[src/hw/rtl/rgds_pkg.sv]
// ----------------------------------------------------------------------------
// rgds_pkg
// Shared widths, register indexes and reset values for the reset gesture
// drive swap block.
// ----------------------------------------------------------------------------
package rgds_pkg;

    localparam int unsigned SHORT_W  = 16;
    localparam int unsigned LONG_W   = 20;
    localparam int unsigned IDLE_W   = 24;
    localparam int unsigned PRESS_W  = 4;
    localparam int unsigned CFG_IDX_W = 2;
    localparam int unsigned CFG_DAT_W = 24;
    localparam int unsigned TDATA_W  = 8;

    typedef logic [CFG_IDX_W-1:0] t_cfg_idx;

    // Configuration register indexes
    localparam t_cfg_idx REG_SHORT_MIN = 2'd0;
    localparam t_cfg_idx REG_LONG_MIN  = 2'd1;
    localparam t_cfg_idx REG_IDLE_LIM  = 2'd2;
    localparam t_cfg_idx REG_PRESSES   = 2'd3;

    // Reset values of the configuration registers
    localparam logic [SHORT_W-1:0] SHORT_MIN_RST = 16'd1000;
    localparam logic [LONG_W-1:0]  LONG_MIN_RST  = 20'd50000;
    localparam logic [IDLE_W-1:0]  IDLE_LIM_RST  = 24'd3000000;
    localparam logic [PRESS_W-1:0] PRESSES_RST   = 4'd3;

endpackage

[src/hw/rtl/reset_gesture_drive_swap_core.sv]
// ----------------------------------------------------------------------------
// reset_gesture_drive_swap_core
// Swaps two active-low drive selects when the reset line shows a long hold
// or a set number of short presses; the LED shows the swap state.
// ----------------------------------------------------------------------------
//
// Channel   Direction  Payload (lowest bit first)
// s_axis    in         tdata[0] reset_n, [1] sel0_n, [2] sel1_n, [7:3] zero
// m_axis    out        tdata[0] led_on, [1] hdr_sel0_n, [2] hdr_sel1_n, [7:3] zero
// cfg       in         i_cfg_we, i_cfg_idx (register index), i_cfg_wdata
//
// One transaction is taken per clock while the output is not stalled; its result
// sits in the output register on the next cycle.
// The sample update is a few compares and increments on the running counters.
// Reset (synchronous, active low) restores the register defaults and clears
// all gesture state and the output valid.
// A stalled output holds its transaction; the input stalls only while a
// result waits untaken.
// ----------------------------------------------------------------------------
module reset_gesture_drive_swap_core (
    input  logic                          i_clk,
    input  logic                          i_rst_n,
    // Sample stream: [0] reset_n, [1] sel0_n, [2] sel1_n
    input  logic                          s_axis_tvalid,
    output logic                          s_axis_tready,
    input  logic [rgds_pkg::TDATA_W-1:0]  s_axis_tdata,
    // Result stream: [0] led_on, [1] hdr_sel0_n, [2] hdr_sel1_n
    output logic                          m_axis_tvalid,
    input  logic                          m_axis_tready,
    output logic [rgds_pkg::TDATA_W-1:0]  m_axis_tdata,
    // Configuration write port
    input  logic                          i_cfg_we,
    input  rgds_pkg::t_cfg_idx            i_cfg_idx,
    input  logic [rgds_pkg::CFG_DAT_W-1:0] i_cfg_wdata
);
    import rgds_pkg::*;

    // Configuration registers
    logic [SHORT_W-1:0] r_short_min;
    logic [LONG_W-1:0]  r_long_min;
    logic [IDLE_W-1:0]  r_idle_lim;
    logic [PRESS_W-1:0] r_presses;

    // Gesture state
    logic               r_swap;
    logic               r_long_done;
    logic [LONG_W-1:0]  r_low_ticks;
    logic [IDLE_W-1:0]  r_idle_ticks;
    logic [PRESS_W-1:0] r_press_cnt;

    // Next values
    logic               n_swap;
    logic               n_long_done;
    logic [LONG_W-1:0]  n_low_ticks;
    logic [IDLE_W-1:0]  n_idle_ticks;
    logic [PRESS_W-1:0] n_press_cnt;

    // Values after the reset-line handling, before the idle check
    logic [LONG_W-1:0]  w_low_mid;
    logic [IDLE_W-1:0]  w_idle_mid;
    logic [PRESS_W-1:0] w_press_mid;
    logic [PRESS_W-1:0] w_press_inc;
    logic               w_short_press;

    // Output register
    logic               r_out_valid;
    logic [TDATA_W-1:0] r_out_data;

    logic w_in_rst_n;
    logic w_in_sel0_n;
    logic w_in_sel1_n;
    logic w_accept;

    assign w_in_rst_n  = s_axis_tdata[0];
    assign w_in_sel0_n = s_axis_tdata[1];
    assign w_in_sel1_n = s_axis_tdata[2];

    // Take a new sample whenever the output register is free or being drained
    assign s_axis_tready = !r_out_valid || m_axis_tready;
    assign w_accept      = s_axis_tvalid && s_axis_tready;

    assign m_axis_tvalid = r_out_valid;
    assign m_axis_tdata  = r_out_data;

    assign w_press_inc   = r_press_cnt + PRESS_W'(1);
    assign w_short_press = (r_low_ticks < r_long_min) &&
                           (r_low_ticks > {{(LONG_W-SHORT_W){1'b0}}, r_short_min});

    always_comb begin
        n_swap      = r_swap;
        n_long_done = r_long_done;
        w_low_mid   = r_low_ticks;
        w_idle_mid  = r_idle_ticks;
        w_press_mid = r_press_cnt;

        if (!w_in_rst_n) begin
            // Line held low: climb toward the long threshold, toggle once per hold
            if (r_low_ticks < r_long_min) begin
                w_low_mid = r_low_ticks + LONG_W'(1);
            end else if (!r_long_done) begin
                n_swap      = !r_swap;
                n_long_done = 1'b1;
            end
            w_idle_mid = '0;
        end else begin
            // Line released: a low time between the thresholds is a short press
            if (w_short_press) begin
                if (w_press_inc == r_presses) begin
                    w_press_mid = '0;
                    n_swap      = !r_swap;
                end else begin
                    w_press_mid = w_press_inc;
                end
            end
            w_low_mid   = '0;
            n_long_done = 1'b0;
        end

        // Idle check sees the idle count as left by the handling above
        n_low_ticks = w_low_mid;
        n_press_cnt = w_press_mid;
        if (w_idle_mid < r_idle_lim) begin
            n_idle_ticks = w_idle_mid + IDLE_W'(1);
        end else begin
            n_idle_ticks = w_idle_mid;
            n_press_cnt  = '0;
            n_low_ticks  = '0;
        end
    end

    // Configuration writes
    always_ff @(posedge i_clk) begin
        if (!i_rst_n) begin
            r_short_min <= SHORT_MIN_RST;
            r_long_min  <= LONG_MIN_RST;
            r_idle_lim  <= IDLE_LIM_RST;
            r_presses   <= PRESSES_RST;
        end else if (i_cfg_we) begin
            unique case (i_cfg_idx)
                REG_SHORT_MIN: r_short_min <= i_cfg_wdata[SHORT_W-1:0];
                REG_LONG_MIN:  r_long_min  <= i_cfg_wdata[LONG_W-1:0];
                REG_IDLE_LIM:  r_idle_lim  <= i_cfg_wdata[IDLE_W-1:0];
                REG_PRESSES:   r_presses   <= i_cfg_wdata[PRESS_W-1:0];
                default: ;
            endcase
        end
    end

    // Gesture state advances once per accepted transaction
    always_ff @(posedge i_clk) begin
        if (!i_rst_n) begin
            r_swap       <= 1'b0;
            r_long_done  <= 1'b0;
            r_low_ticks  <= '0;
            r_idle_ticks <= '0;
            r_press_cnt  <= '0;
        end else if (w_accept) begin
            r_swap       <= n_swap;
            r_long_done  <= n_long_done;
            r_low_ticks  <= n_low_ticks;
            r_idle_ticks <= n_idle_ticks;
            r_press_cnt  <= n_press_cnt;
        end
    end

    // Output register: load on accept, drop valid once taken
    always_ff @(posedge i_clk) begin
        if (!i_rst_n) begin
            r_out_valid <= 1'b0;
        end else if (w_accept) begin
            r_out_valid <= 1'b1;
        end else if (m_axis_tready) begin
            r_out_valid <= 1'b0;
        end
    end

    always_ff @(posedge i_clk) begin
        if (w_accept) begin
            r_out_data <= {5'b0,
                           n_swap ? w_in_sel0_n : w_in_sel1_n,
                           n_swap ? w_in_sel1_n : w_in_sel0_n,
                           n_swap};
        end
    end

    // The LED bit of a pending result always matches the live swap flag
    a_led_matches_swap: assert property (@(posedge i_clk) disable iff (!i_rst_n)
        r_out_valid |-> (r_out_data[0] == r_swap))
        else $error("pending LED bit differs from swap flag");

    // Swap flag moves only with an accepted transaction
    a_swap_only_on_accept: assert property (@(posedge i_clk) disable iff (!i_rst_n)
        !w_accept |=> $stable(r_swap))
        else $error("swap flag changed without a transaction");

    // A released-line sample clears the hold tracking
    a_release_clears: assert property (@(posedge i_clk) disable iff (!i_rst_n)
        (w_accept && w_in_rst_n) |=> (r_low_ticks == '0 && !r_long_done))
        else $error("release did not clear low time");

    // A low-line sample restarts the idle count
    a_low_restarts_idle: assert property (@(posedge i_clk) disable iff (!i_rst_n)
        (w_accept && !w_in_rst_n) |=> (r_idle_ticks <= IDLE_W'(1)))
        else $error("idle count not restarted on low line");

endmodule
[config.mk]
export PLATFORM = sky130hd
export DESIGN_NAME = reset_gesture_drive_swap_core
export DESIGN_NICKNAME = d
export VERILOG_FILES = /design/src/hw/rtl/rgds_pkg.sv /design/src/hw/rtl/reset_gesture_drive_swap_core.sv
export SDC_FILE = /design/constraint.sdc
export NUM_CORES = 1
export LEC_CHECK = 0
export BUFFER_PORTS_ARGS = -buffer_cell sky130_fd_sc_hd__buf_4
export CAP_MARGIN = 40
export CORE_MARGIN = 2
export CORE_UTILIZATION = 45
export CTS_CLUSTER_SIZE = 12
export DETAILED_ROUTE_END_ITERATION = 12
export GPL_ROUTABILITY_DRIVEN = 0
export HOLD_SLACK_MARGIN = 0.05
export SLEW_MARGIN = 20
export SYNTH_ARGS = -nofsm -noshare
export SYNTH_HDL_FRONTEND = slang
export SYNTH_SLANG_ARGS = --single-unit
[constraint.sdc]
create_clock -name i_clk -period 4.14 [get_ports i_clk]
set_input_delay 0.414 -clock i_clk [delete_from_list [all_inputs] [get_ports i_clk]]
set_output_delay 0.414 -clock i_clk [all_outputs]
set_load 0.02 [all_outputs]
==> results.py, run 1 <==
metrics = {
    "layout": {
        "drive_above_1_share_pct": 11.01,
        "seqCellArea_um2": 2392,
        "multiInputGateArea_um2": 3931,
        "layout-area-overhead-vs-synth_pct": 16.09,
        "nets": 995,
        "nFillCells": 1382,
        "final_util_pct": 53.76,
        "final_cell_area_um2": 7844,
        "diodes": 0,
    },
    "cts": {
        "cts_buffers": 17,
        "cts_buffer_depth": 2,
        "htree_levels": 4,
        "ctsHoldBuffers": 0,
        "root_buffer": "clkbuf_16",
        "cts-resized-gates": 0,
        "path_clk_slew_ps": 60,
        "clock_latency_ps": 420,
        "cts_setup_buffers": 0,
        "numClockSinks": 118,
        "tritoncts": "yes",
    },
    "drt": {
        "via_per_inst": 5.684,
        "final_antenna_net_count": 0,
        "drc": 0,
        "first_iter_violations": 355,
        "routed_wl_mm": 17.68,
        "drt_pass1_iterations": 5,
        "vias": 6207,
        "avgRoutedWirePerCell_um": 16.19,
    },
    "placement": {
        "pre_cts_slack_ps": 716.7,
        "hpwl_mm": 12.84,
        "io_buffers": 38,
        "place_area_um2": 7216,
    },
    "sta": {
        "postLayoutSetupSlackWorst_ps": 1044,
        "drv_slew": 0,
        "worst_pin_slew_ps": 766.9,
        "fin_skew_ps": 12.27,
        "finalHoldViolCount": 0,
        "finalSetupViolCount": 0,
        "min_period_over_period_pct": 74.79,
        "max_freq_mhz": 323.0,
        "final.setup.tns_ps": 0,
        "finalCriticalPeriod_ps": 3096,
        "grt_setup_unrepaired": "false",
        "maxSlewHeadroom_pct": 48.40,
    },
    "pwr": {
        "seqPwrFrac_pct": 40.2,
        "leakage_nw": 3.229,
        "p_int_w": 0.002220,
        "p_sw_w": 0.0007386,
        "power_density_nw_per_um2": 377.2,
        "pwr-share-comb_pct": 7.5,
        "max-vdd-ir-drop_mv": 0.2911,
        "switching_share_pct": 24.97,
        "p_clk_share_pct": 52.3,
    },
    "global_routing": {
        "grt-ovfl-total": 0,
        "grt_pass1_wl_mm": 29.28,
        "first_global_vias": 5976,
        "track_usage_pct": 22.85,
        "antenna_found_initial": 0,
        "grt_max_degree": 58,
    },
    "worst_setup_path": {
        "worstPathRequired_ps": 4430,
        "cp_data_arrival_time_ps": 3390,
        "cp_max_fo": 10,
        "worstSetupPathType": "register to register",
        "crit_path_start_kind": "register",
        "crit_path_end_kind": "register",
    },
    "yosys": {
        "netlist.area_leader.share_pct": 34.07,
        "synth_cells": 864,
        "synthArstFlopShare_pct": 0,
        "synth_common_cells": "nand2_1 (162), dfxtp_1 (115), a21oi_1 (77)",
        "synth_edf_count": 3,
        "yosysSeqAreaShare_pct": 35.41,
        "synth.most_common_cell": "nand2_1",
        "synth.cell_area_um2": 6756,
        "syn_avg_cell_area_um2": 7.820,
        "ys_seq_elements": 118,
        "synth_warnings": 0,
        "ys_types": 60,
        "yosys.area.top_type": "dfxtp_1",
        "synth_area_leaders": "dfxtp_1 (34%), ha_1 (11%), nand2_1 (9.0%)",
        "synth_ff_type": "dfxtp_1",
    },
    "floorplanning": {
        "io_pins": 49,
        "die_x_um": 126.5,
        "core.rowCount": 44,
        "dieArea_um2": 16010,
        "core_um2": 14590,
        "initial_core_util_pct": 46.31,
        "die-height_um": 126.5,
    },
    "status": {
        "status": "complete, no violations",
    },
    "flow_run": {
        "drv_cap": 0,
    },
    "worst_hold_path": {
        "hold_class": "input port to register",
    },
}
power by group through the flow:
stage          combinational [W]  clock, W  sequential (W)
2_1_floorplan           0.000138         0         0.00121
4_1_cts                 0.000223   0.00157         0.00119
5_1_grt                 0.000249   0.00162         0.00119
3_3_place_gp            0.000211         0         0.00121
3_5_place_dp            0.000221         0         0.00121
6_report                0.000223   0.00155         0.00119
per-layer routing:
metal	routed length, um	global-route usage [%]
met2	8882	40.48
met1	7845	27.70
met4	316	7.822
met3	630	4.344
met5	0	0
critical path, stage by stage, from the launching register on:
cell     delay [ps]
dfxtp_1         340
and2_1          160
ha_1            290
nand4_1         120
nor4_1          530
o21a_1          210
o41a_1          370
nor3_1          160
o21ai_0         460
buf_4           280
a21oi_1          60
sequential cells by signal (all words and copies together), names as in the netlist:
name           count
r_idle_lim        24
r_idle_ticks      24
r_long_min        20
r_low_ticks       20
r_short_min       16
r_press_cnt        4
r_presses          4
m_axis_tdata       3
m_axis_tvalid      1
r_long_done        1
r_swap             1
cell families after synthesis:
group	share of synthesized area [%]
AO/OA/AOI/OAI	16.33
flip-flops	35.41
AND/OR/NAND/NOR	25.33
XOR/XNOR	2.593
multiplexers	2.241
adder cells (fa/ha/maj)	11.30
buffers and inverters	6.741
other	0.05550
area by class of cell:
cell class | instances | area share, %
well taps | 184 | 2.935
repair buffers | 53 | 5.184
flip-flops and latches | 118 | 30.50
clock buffers | 18 | 5.471
clock inverters | 14 | 2.393
multi-input cells | 634 | 50.12
inverters | 71 | 3.398
path summary, 6_finish.rpt:
| kind | slack (ps) | startpoint | depth (start not counted) | end |
|---|---|---|---|---|
| min | 230 | i_cfg_wdata[21] | 3 | r_idle_lim[21] |
| max reg2reg | 1040 | r_idle_ticks[22] | 10 | r_low_ticks[18] |
| max | 1040 | r_idle_ticks[22] | 10 | r_low_ticks[18] |
| min reg2reg | 450 | r_long_min[0] | 2 | r_long_min[0] |
per-stage QoR:
| stage | cells | total power, W | hold WS, ps |
|---|---|---|---|
| 2_1_floorplan | 868 | 0.001349 | 431.8 |
| 3_3_place_gp | 1056 | 0.001423 | 445.9 |
| 3_5_place_dp | 1059 | 0.001434 | 445.0 |
| 4_1_cts | 1091 | 0.002978 | 218.6 |
| 5_1_grt | 1092 | 0.003056 | 244.1 |
| 6_report | 1092 | 0.002958 | 227.0 |
cells in the final DEF (no fill, tap or decap), types with 5 or more instances in the layout:
cell type  instances
a21oi_1           77
inv_6              7
buf_4             50
clkbuf_16         17
xnor2_1           12
o21ai_0           23
conb_1             5
nor2b_1            5
xor2_1             8
and2_1            26
a31oi_1            6
mux2i_1           14
nor2_1            39
o211ai_1          30
nand4_1           30
nand2_1          162
dfxtp_1          115
nor3_1            13
or4_1              5
ha_1              61
nand3_1           34
inv_1             69
a21o_1             5
nor4_1            11
(Power assumes the default switching activity.)
==> inputs of run 2 (changes only) <==
==> constraint.sdc (replaced) <==
create_clock -name i_clk -period 2.5 [get_ports i_clk]
set_input_delay 0.25 -clock i_clk [delete_from_list [all_inputs] [get_ports i_clk]]
set_output_delay 0.25 -clock i_clk [all_outputs]
set_load 0.02 [all_outputs]
==> run 2 against run 1 <==
Compared with the run above: routed wire length grew 13%; cell count grew 9.5%; register-to-register slack lost 1200 ps; hold slack lost 150 ps; total power grew 69%; critical path depth shrank 1; clock power grew 66%; clock-buffer cell count grew 3; non-clock buffer count grew 104; maximum frequency grew 18%; the run now ends with setup timing left; critical endpoint is now m_axis_tdata[1]; clock skew shrank 3.3 ps; sequential power grew 66%.
==> results.py, run 2 (synthesized netlist as in run 1, its figures left out) <==
metrics = {
    "status": {
        "status": "finished, violations left",
        "violations": "setup timing",
    },
    "sta": {
        "finalSetupViolCount": 12,
        "finalHoldViolCount": 0,
        "min_period_over_period_pct": 105.2,
        "drv_slew": 0,
        "worst_pin_slew_ps": 768.4,
        "max_freq_mhz": 380.3,
        "grt_setup_unrepaired": "true",
        "finalCriticalPeriod_ps": 2630,
        "maxSlewHeadroom_pct": 48.70,
        "postLayoutSetupSlackWorst_ps": -129.5,
        "fin_skew_ps": 9.000,
    },
    "cts": {
        "numClockSinks": 118,
        "cts_buffers": 17,
        "path_clk_slew_ps": 60,
        "root_buffer": "clkbuf_16",
        "cts_buffer_depth": 2,
        "clock_latency_ps": 420,
        "tritoncts": "yes",
        "htree_levels": 4,
    },
    "pwr": {
        "max-vdd-ir-drop_mv": 0.5289,
        "leakage_nw": 3.850,
        "power_density_nw_per_um2": 529.1,
        "power_w": 0.004995,
    },
    "layout": {
        "layout-area-overhead-vs-synth_pct": 39.72,
        "reg_top3": "r_idle_lim x24, r_idle_ticks x24",
        "nFillCells": 1197,
        "diodes": 0,
        "drive_above_1_share_pct": 32.51,
        "stdcell_count": 1196,
        "nets": 1099,
        "final_cell_mix": "nand2_1 (159), buf_4 (146), dfxtp_1 (83), a21oi_1 (65), inv_1 (59)",
        "final_common_cell": "nand2_1",
    },
    "floorplanning": {
        "die_x_um": 126.5,
        "initial_core_util_pct": 46.31,
        "core.rowCount": 44,
        "core_um2": 14590,
        "dieArea_um2": 16010,
        "die-height_um": 126.5,
        "io_pins": 49,
    },
    "drt": {
        "vias": 6676,
        "final_antenna_net_count": 0,
        "routed_wl_mm": 19.97,
        "avgRoutedWirePerCell_um": 16.70,
        "drt_pass1_iterations": 6,
        "drc": 0,
        "first_iter_violations": 371,
        "via_per_inst": 5.582,
    },
    "placement": {
        "hpwl_mm": 13.92,
        "io_buffers": 38,
        "dp_cells": 1150,
    },
    "global_routing": {
        "grt_max_degree": 57,
        "antenna_found_initial": 0,
        "grt_pass1_wl_mm": 31.32,
        "grt-ovfl-total": 0,
        "track_usage_pct": 24.42,
        "first_global_vias": 6582,
    },
    "worst_setup_path": {
        "reg2regPathDepth": 9,
        "cp_max_fo": 4,
        "crit_path_start_kind": "register",
        "regToRegSetupSlack_ps": -130,
        "crit_path_end_kind": "register",
        "worstPathRequired_ps": 2670,
        "worstSetupPathType": "register to register",
        "cp_data_arrival_time_ps": 2800,
    },
    "worst_hold_path": {
        "hold_class": "input port to register",
        "worstHoldPathCells": 3,
    },
    "flow_run": {
        "drv_cap": 0,
    },
}
[run 2: final cells by class]
class | instances | area (um2) | area share [%]
Tap cell | 184 | 230.2 | 2.439
Inverter | 71 | 266.5 | 2.823
Timing Repair Buffer | 157 | 1276 | 13.52
Clock buffer | 21 | 471.7 | 4.997
Multi-Input combinational cell | 634 | 4609 | 48.83
Sequential cell | 118 | 2440 | 25.84
Clock inverter | 11 | 146.4 | 1.551
[run 2: timing repair]
| action | in CTS | in global routing |
|---|---|---|
| setup endpoints to repair | 27 | 45 |
| cloned | 0 | 1 |
| pin swaps | 19 | 53 |
| hold endpoints to repair | 1 | 0 |
| hold buffers | 1 | 0 |
| buffers inserted | 5 | 9 |
| resized for setup | 44 | 84 |
[run 2: through the flow]
stage               worst slack [ps]  area, um2  util (%)  hold WS, ps  TNS [ps]
detailed placement            -399.3       8120     55.66        446.9     -9673
global placement              -535.8       8115     55.63        445.3     -7808
finish                        -129.5       9440     64.71        73.41    -623.5
floorplan                     -123.8       7027         -        375.1    -437.3
global route                  -202.9       9440     64.71        76.39     -2563
CTS                           -47.81       8979     61.54        61.33    -181.3
[run 2: power breakdown]
part | total [W] | internal [W] | switching (W) | leakage, nW
clock | 0.00257 | 0.00165 | 0.000913 | 0.299
combinational | 0.000462 | 0.000192 | 0.000270 | 2.57
sequential | 0.00197 | 0.00194 | 0.0000283 | 0.980
total | 0.00500 | 0.00378 | 0.00121 | 3.85
[run 2: metal layers]
metal | track usage [%] | wire length, um | up-vias
met2 | 43.06 | 10190 | 161
met1 | 28.91 | 8514 | 3197
met5 | 0 | 0 | -
met4 | 10.08 | 425 | 0
met3 | 4.892 | 844 | 29
li1 | - | - | 3289
[run 2: worst paths after layout]
check,end,start
hold / removal,r_idle_lim[19],i_cfg_wdata[19]
setup / recovery,m_axis_tdata[1],r_short_min[6]
hold reg to reg,r_long_min[2],r_long_min[2]
setup reg to reg,m_axis_tdata[1],r_short_min[6]
[run 2: worst max-delay path, stage by stage, from the launching register on]
cell	delay (ps)
dfxtp_1	310
inv_1	60
ha_1	320
nand4_1	150
or4_4	570
a21o_1	170
and3_4	190
or4_4	440
o211ai_1	110
nand2_1	70
